`config.mk`:
```
export PLATFORM = sky130hd
export DESIGN_NAME = tsb_ctrl
export DESIGN_NICKNAME = d
export VERILOG_FILES = /design/src/rtl/two_stacks_shared_buffer_assert.svh /design/src/rtl/tsb_pkg.sv /design/src/rtl/tsb_ctrl.sv
export SDC_FILE = /design/constraint.sdc
export NUM_CORES = 1
export LEC_CHECK = 0
export BUFFER_PORTS_ARGS = -buffer_cell sky130_fd_sc_hd__buf_2
export CORE_UTILIZATION = 59
export CTS_CLUSTER_SIZE = 25
export DETAILED_ROUTE_END_ITERATION = 8
export PLACE_DENSITY = 0.86
export SETUP_SLACK_MARGIN = 0.2
export SLEW_MARGIN = 20
export SYNTH_ARGS = -nofsm -noshare
export SYNTH_HDL_FRONTEND = slang
export SYNTH_SLANG_ARGS = --single-unit
export TNS_END_PERCENT = 10
```
`constraint.sdc`:
```
create_clock -name clk_i -period 17.42 [get_ports clk_i]
set_input_delay 3.484 -clock clk_i [delete_from_list [all_inputs] [get_ports clk_i]]
set_output_delay 3.484 -clock clk_i [all_outputs]
set_load 0.01 [all_outputs]
```
`src/rtl/two_stacks_shared_buffer_assert.svh`:
```
// ---------------------------------------------------------------------------
// Assertion macros for the two-stack shared buffer
// Concurrent checks sampled on clk_i and disabled while rst_ni is low.
// ---------------------------------------------------------------------------
`ifndef TWO_STACKS_SHARED_BUFFER_ASSERT_SVH
`define TWO_STACKS_SHARED_BUFFER_ASSERT_SVH

`ifndef ASSERT_OFF
// Check that prop holds at every clock edge outside reset.
`define TSB_ASSERT(lbl, prop, msg) \
  lbl: assert property (@(posedge clk_i) disable iff (!rst_ni) prop) else $error(msg);
// Check that cond is never true outside reset.
`define TSB_ASSERT_NEVER(lbl, cond, msg) \
  lbl: assert property (@(posedge clk_i) disable iff (!rst_ni) !(cond)) else $error(msg);
`else
`define TSB_ASSERT(lbl, prop, msg)
`define TSB_ASSERT_NEVER(lbl, cond, msg)
`endif

`endif

```
`src/rtl/tsb_pkg.sv`:
```
// ---------------------------------------------------------------------------
// tsb_pkg
// Types, codes and defaults shared by the two-stack shared buffer.
// ---------------------------------------------------------------------------
`default_nettype none

package tsb_pkg;

  localparam int unsigned StoreDepthDef = 256;
  localparam int unsigned ValueBitsDef  = 32;
  localparam int unsigned CapBits       = 9;
  localparam int unsigned CountBits     = 9;
  localparam int unsigned OutBits       = 32;
  localparam logic [CapBits-1:0] CapReset = 9'd256;

  typedef enum logic [1:0] {
    REQ_PUSH_LOW  = 2'd0,
    REQ_PUSH_HIGH = 2'd1,
    REQ_POP_LOW   = 2'd2,
    REQ_POP_HIGH  = 2'd3
  } req_e;

  typedef enum logic [1:0] {
    STAT_DONE  = 2'd0,
    STAT_FULL  = 2'd1,
    STAT_EMPTY = 2'd2
  } status_e;

  typedef enum logic {
    S_IDLE = 1'b0,
    S_READ = 1'b1
  } state_e;

  typedef struct packed {
    logic [1:0]                req_type;
    logic signed [OutBits-1:0] push_value;
  } in_word_t;

  typedef struct packed {
    logic [1:0]                status;
    logic signed [OutBits-1:0] low_top;
    logic signed [OutBits-1:0] high_top;
    logic [CountBits-1:0]      low_count;
    logic [CountBits-1:0]      high_count;
  } out_word_t;

  // Result handed from the controller to the output register.
  typedef struct packed {
    logic      valid;
    out_word_t word;
  } res_t;

endpackage

`default_nettype wire

```
`src/rtl/tsb_ctrl.sv`:
```
// ---------------------------------------------------------------------------
// tsb_ctrl
// Stack pointers, cached top values and store access sequencing.
// ---------------------------------------------------------------------------
`default_nettype none

module tsb_ctrl #(
  parameter int unsigned StoreDepth = 256,
  parameter int unsigned ValueBits  = 32,
  localparam int unsigned AddrBits  = (StoreDepth > 1) ? $clog2(StoreDepth) : 1
) (
  input  wire logic                     clk_i,
  input  wire logic                     rst_ni,
  input  wire logic                     in_valid_i,
  output      logic                     in_ready_o,
  input  wire tsb_pkg::in_word_t        in_i,
  input  wire logic                     out_free_i,
  input  wire logic                     cfg_we_i,
  input  wire logic [tsb_pkg::CapBits-1:0] cfg_data_i,
  output      logic                     mem_we_o,
  output      logic [AddrBits-1:0]      mem_waddr_o,
  output      logic [ValueBits-1:0]     mem_wdata_o,
  output      logic                     mem_re_o,
  output      logic [AddrBits-1:0]      mem_raddr_o,
  input  wire logic [ValueBits-1:0]     mem_rdata_i,
  output      tsb_pkg::res_t            res_o
);
  import tsb_pkg::*;

  localparam logic [31:0] DepthW = 32'(StoreDepth);

  state_e               state_q, state_d;
  logic [CountBits-1:0] low_q, low_d, high_q, high_d;
  logic [CapBits-1:0]   cap_q, cap_d;
  logic [ValueBits-1:0] low_top_q, low_top_d, high_top_q, high_top_d;
  logic                 side_q, side_d;   // pending refill: 0 low, 1 high
  logic                 in_fire, read_go;
  logic                 full;
  status_e              stat;

  function automatic logic [CapBits-1:0] clip_cap(input logic [CapBits-1:0] v);
    clip_cap = ({23'd0, v} > DepthW) ? CapBits'(StoreDepth) : v;
  endfunction

  function automatic logic signed [OutBits-1:0] top_out(input logic [ValueBits-1:0] v,
                                                        input logic [CountBits-1:0] d);
    if (d == '0) begin
      top_out = '1;
    end else begin
      top_out = OutBits'(signed'(v));
    end
  endfunction

  assign in_fire = in_valid_i && in_ready_o;
  assign full    = ({1'b0, low_q} + {1'b0, high_q}) >= {1'b0, cap_q};

  // Next state.
  always_comb begin
    state_d = state_q;
    unique case (state_q)
      S_IDLE: begin
        if (in_fire && read_go) begin
          state_d = S_READ;
        end
      end
      S_READ: begin
        state_d = S_IDLE;
      end
      default: state_d = S_IDLE;
    endcase
  end

  // Outputs: one item in flight; stall input while a refill read is pending or the output register is not free.
  always_comb begin
    in_ready_o = (state_q == S_IDLE) && out_free_i;
  end

  // Pointer, top and store access logic.
  always_comb begin
    low_d       = low_q;
    high_d      = high_q;
    cap_d       = cap_q;
    low_top_d   = low_top_q;
    high_top_d  = high_top_q;
    side_d      = side_q;
    mem_we_o    = 1'b0;
    mem_waddr_o = '0;
    mem_wdata_o = ValueBits'($unsigned(in_i.push_value));
    mem_re_o    = 1'b0;
    mem_raddr_o = '0;
    read_go     = 1'b0;
    stat        = STAT_DONE;

    if (state_q == S_READ) begin
      if (side_q) begin
        high_top_d = mem_rdata_i;
      end else begin
        low_top_d = mem_rdata_i;
      end
    end else if (in_fire) begin
      unique case (req_e'(in_i.req_type))
        REQ_PUSH_LOW: begin
          if (full) begin
            stat = STAT_FULL;
          end else begin
            mem_we_o    = 1'b1;
            mem_waddr_o = AddrBits'(low_q);
            low_d       = low_q + 1'b1;
            low_top_d   = mem_wdata_o;
          end
        end
        REQ_PUSH_HIGH: begin
          if (full) begin
            stat = STAT_FULL;
          end else begin
            mem_we_o    = 1'b1;
            mem_waddr_o = AddrBits'(cap_q - high_q - 1'b1);
            high_d      = high_q + 1'b1;
            high_top_d  = mem_wdata_o;
          end
        end
        REQ_POP_LOW: begin
          if (low_q == '0) begin
            stat = STAT_EMPTY;
          end else begin
            low_d = low_q - 1'b1;
            // Refill the cached top from the entry below.
            if (low_q > CountBits'(1)) begin
              mem_re_o    = 1'b1;
              mem_raddr_o = AddrBits'(low_q - CountBits'(2));
              read_go     = 1'b1;
              side_d      = 1'b0;
            end
          end
        end
        REQ_POP_HIGH: begin
          if (high_q == '0) begin
            stat = STAT_EMPTY;
          end else begin
            high_d = high_q - 1'b1;
            if (high_q > CountBits'(1)) begin
              mem_re_o    = 1'b1;
              mem_raddr_o = AddrBits'(cap_q - high_q + 1'b1);
              read_go     = 1'b1;
              side_d      = 1'b1;
            end
          end
        end
        default: stat = STAT_DONE;
      endcase
    end

    // A capacity write empties both stacks.
    if (cfg_we_i) begin
      cap_d  = clip_cap(cfg_data_i);
      low_d  = '0;
      high_d = '0;
    end
  end

  always_comb begin
    res_o.valid           = (in_fire && !read_go) || (state_q == S_READ);
    res_o.word.status     = stat;
    res_o.word.low_top    = top_out(low_top_d, low_d);
    res_o.word.high_top   = top_out(high_top_d, high_d);
    res_o.word.low_count  = low_d;
    res_o.word.high_count = high_d;
  end

  always_ff @(posedge clk_i or negedge rst_ni) begin
    if (!rst_ni) begin
      state_q <= S_IDLE;
      low_q   <= '0;
      high_q  <= '0;
      cap_q   <= clip_cap(CapReset);
      side_q  <= 1'b0;
    end else begin
      state_q <= state_d;
      low_q   <= low_d;
      high_q  <= high_d;
      cap_q   <= cap_d;
      side_q  <= side_d;
    end
  end

  always_ff @(posedge clk_i) begin
    low_top_q  <= low_top_d;
    high_top_q <= high_top_d;
  end

endmodule

`default_nettype wire

```
* Word-level counts from Yosys, hierarchy flattened
Cells that the tools add are included.
** Storage, ports and cells
- Register bits after elaboration :: 93
- Logic and storage cells :: 103
** Operators by class
- Add/subtract/negate cells :: 9
- Magnitude comparators :: 4
- Eq/ne operators :: 7
- Muxes and demuxes :: 61
- Bitwise gates (word level) :: 1
- Reduce and logical (&&, ||, !) cells :: 14
** Operators by type and width (count)
- 32-bit two-way mux :: 12
- 9-bit two-way mux :: 11
- 8-bit two-way mux :: 10
- 9-bit logical NOT :: 4
- 9-bit one-hot mux with 2 select lines :: 2
- 8-bit one-hot mux with 2 select lines :: 2
- 9-bit by 1-bit adder with 9-bit output (second input constant) :: 2
- 9-bit by 1-bit greater-than comparator with 1-bit output (second input constant) :: 2
- 9-bit by 1-bit subtractor with 9-bit output (second input constant) :: 2
- 1-bit two-way mux :: 16
- 9-bit by 9-bit adder with 10-bit output :: 1
- 10-bit by 9-bit >= comparator with 1-bit output :: 1
- 9-bit greater-than comparator (second input constant) :: 1
- 8-bit by 1-bit adder with 8-bit output (second input constant) :: 1
- 2-bit two-way mux :: 4
- 2-bit != test (second input constant) :: 4
- 8-bit by 1-bit subtractor with 8-bit output (second input constant) :: 1
- 8-bit by 2-bit subtractor with 8-bit output (second input constant) :: 1
- 8-bit subtractor :: 1
- 7-bit AND reduction :: 1
- 1-bit one-hot mux with 2 select lines :: 3
- 2-bit one-hot mux with 3 select lines :: 1
- 2-bit equality test (second input constant) :: 2
- 1-bit logical AND :: 4
- other kinds (7) :: 7

* Depth between registers and ports, before layout
- Depth after elaboration :: 9
- Gate-level depth with buffers :: 24

* Worst setup path before layout
No wires, ideal clock.
- Path kind :: input-to-output
- Start point :: input in_i[33] (netlist name)
- End point :: output res_o[19] (netlist name)
- Arrival time :: 5.911 ns
- Data required time :: 13.936 ns
- Slack :: 8.025 ns
- Stages :: 12
- Path through :: clkbuf_1 > inv_1 > clkbuf_1 > nand2_1 > a31oi_1 > a21oi_1 > a2111oi_0 > a21oi_1 > nand4bb_1 > clkbuf_1 > buf_2 > o21bai_1
** RTL lines
- from (decl) :: RTL line tsb_ctrl.sv:16 : input wire tsb_pkg::in_word_t in_i,
- to (decl) :: RTL line tsb_ctrl.sv:26 : output tsb_pkg::res_t res_o

==> impl_metrics.env <==
export IMPL_status="complete, no violations"
export IMPL_worstPathArrival_ns=6.87
export IMPL_htreeDepth=3
export IMPL_hpwl_mm=18.0
export IMPL_ys_dominant_reg_cell="dfxtp_1"
export IMPL_synth_warnings=0
export IMPL_start_util=0.609
export IMPL_firstDrtPassIters=6
export IMPL_crit_path_end_kind="output port"
export IMPL_rows=42
export IMPL_post_place_cells=1209
export IMPL_avgSynthCellArea_um2=8.88
export IMPL_internal_power_uw=617
export IMPL_nFillCells=1073
export IMPL_max_freq_mhz=96.6
export IMPL_clockPowerShare=0.192
export IMPL_finalSetupViolCount=0
export IMPL_cts_buffer_depth=2
export IMPL_min_period_over_period=0.594
export IMPL_worstSetupStartpointType="primary input"
export IMPL_cts_tree="done"
export IMPL_area_growth_syn_to_layout_pct=13.9
export IMPL_fin_cells=1225
export IMPL_globalplace_congestion=1.00
export IMPL_synth_edf_count=0
export IMPL_ys_types=81
export IMPL_path_class="primary input to output port"
export IMPL_synth_area_top_cells="mux2i_1, dfxtp_1, dfrtp_1, ha_1, a41o_1"
export IMPL_post_cts_resized=0
export IMPL_drive_gt1_frac=0.252
export IMPL_ctsHoldBuffers=0
export IMPL_yosysSeqAreaShare=0.248
export IMPL_grt_max_degree=69
export IMPL_die_h_um=119
export IMPL_globalRoute_totalOverflow=0
export IMPL_num_antenna_cells=0
export IMPL_swShare=0.407
export IMPL_root_buffer="clkbuf_16"
export IMPL_worstSkewPairLatency_ns=0.36
export IMPL_core_area_um2=13300
export IMPL_rsz0062_at_grt="no"
export IMPL_syn_inst=912
export IMPL_drtIter0Drc=711
export IMPL_synth_top_cell_area_share=0.231
export IMPL_clkTransAtPathRegs_ns=0.07
export IMPL_hold_depth=2
export IMPL_drv_slew=0
export IMPL_async_flop_share=0.312
export IMPL_setup_tns_ns=0
export IMPL_critPathMaxFanout=32
export IMPL_power_per_cell_area_nw_per_um2=113
export IMPL_die_area_um2=14200
export IMPL_power_frac_comb=0.465
export IMPL_finalClockSkew_ns=0.00889
export IMPL_fin_nets=1163
export IMPL_numPortBuffers=215
export IMPL_grt_pass1_wl_mm=38.9
export IMPL_synth_top_cell_by_area="mux2i_1"
export IMPL_die_width_um=119
export IMPL_antenna_left=0
export IMPL_grt_pass1_vias=7498
export IMPL_via_per_inst=6.48
export IMPL_postCtsSetupBuffers=0
export IMPL_grt_total_usage=0.348
export IMPL_utilization=0.694
export IMPL_synth_area_um2=8100
export IMPL_power_switching_uw=424
export IMPL_vias=7934
export IMPL_cts_buffers=9
export IMPL_antenna_found_initial=1
export IMPL_cellLeakagePower_uw=0.00403
export IMPL_max_slew_margin=0.248
export IMPL_route_detailed_drc=0
export IMPL_ys_ff_latch=93
export IMPL_reg2reg_depth=17
export IMPL_routed_wl_mm=24.9
export IMPL_synth_net_count=1031
export IMPL_hold_viol=0
export IMPL_yosysMostFrequentCell="mux2i_1"
export IMPL_ios=216
export IMPL_synth_common_cells="mux2i_1, dfxtp_1, nor2_1, clkbuf_1, o21bai_1"
export IMPL_min_period_ns=10.35
export IMPL_clock_sinks=93
export IMPL_maxCapViolCount=0
export IMPL_peakVddDrop_v=0.0000912
export IMPL_hold_path_class="flop to flop"
export IMPL_worst_pin_slew_ns=1.13
export IMPL_required_ns=13.94
export IMPL_wl_per_cell_um=20.3
export IMPL_p_seq_frac=0.343
-- cell families (layout without fill, tap and decap cells) --
logic type	Yosys count	count (layout)	share of synthesized area
AO/OA/AOI/OAI	226	226	0.211
AND/OR/NAND/NOR	200	200	0.128
multiplexers	190	190	0.235
buffers and inverters	137	274	0.0871
flip-flops	93	93	0.248
adder cells (fa/ha/maj)	39	39	0.0621
XOR/XNOR	27	27	0.0292
-- worst paths after layout --
path	slack, ns	to	start
min	0.54	cap_q[8]	cap_q[8]
max in group asynchronous	13.74	side_q	rst_ni
min in group asynchronous	3.16	high_q[6]	rst_ni
min reg2reg	0.54	cap_q[8]	cap_q[8]
max	7.07	res_o[36]	in_i[32]
max reg2reg	11.93	high_top_q[3]	low_q[0]
-- state kept, by name, summed over array words and instances, names as in the netlist --
register	flops
low_top_q	32
low_q	9
high_q	9
side_q	1
cap_q	9
high_top_q	32
state_q	1
-- critical path, stage by stage --
cell and delay [ns]:
buf_2 0.20, nand4b_1 0.59, nor2_1 0.63, nor4b_1 0.30, nand4_1 0.12, and3_1 0.22
a31oi_4 0.89, o21bai_1 0.21, buf_2 0.19
-- layout make-up --
class	count	area [µm²]	share of cell area
inverter	36	135	0.0146
clock inverter	5	41.3	0.00447
timing repair buffer	222	1130	0.122
multi-input combinational	682	5440	0.589
clock buffer	11	253	0.0274
tap	176	220	0.0239
sequential	93	2020	0.218
-- metal layers --
metal	GRT usage	share of wire
met1	0.441	0.41
met2	0.550	0.46
met3	0.0733	0.089
met4	0.188	0.045
met5	0	0.00052
-- stage by stage --
step           hold WS [ns]  power [µW]  worst slack, ns  cell area, µm²
4_1_cts               0.540        1030             7.16            9230
2_1_floorplan         0.470         686             8.03            8100
5_1_grt               0.577        1100             6.78            9230
6_report              0.540        1040             7.07            9230
3_3_place_gp          0.522         811             7.30            8940
3_5_place_dp          0.526         831             7.23            8940
-- power groups by stage --
stage | Combinational [µW] | Sequential, µW | Clock, µW
2_1_floorplan | 356 | 331 | 0
3_3_place_gp | 459 | 352 | 0
3_5_place_dp | 473 | 358 | 0
4_1_cts | 478 | 355 | 200
5_1_grt | 525 | 366 | 208
6_report | 485 | 357 | 200
-- placed cells by master (no fill, tap or decap), types with 10 or more instances in the layout --
cell type and n:
buf_2 215, dfxtp_1 64, nand4_1 11, ha_1 37, nor3_1 18, o21ai_0 16
a211oi_1 11, o22ai_1 10, xnor2_1 19, nand2_1 35, a41o_1 30, nor2_1 57
inv_1 35, a21oi_1 36, a22oi_1 13, o21bai_1 38, nand3_1 16, mux2i_1 187
dfrtp_1 26
No activity file was read; power rests on OpenSTA's default activity.
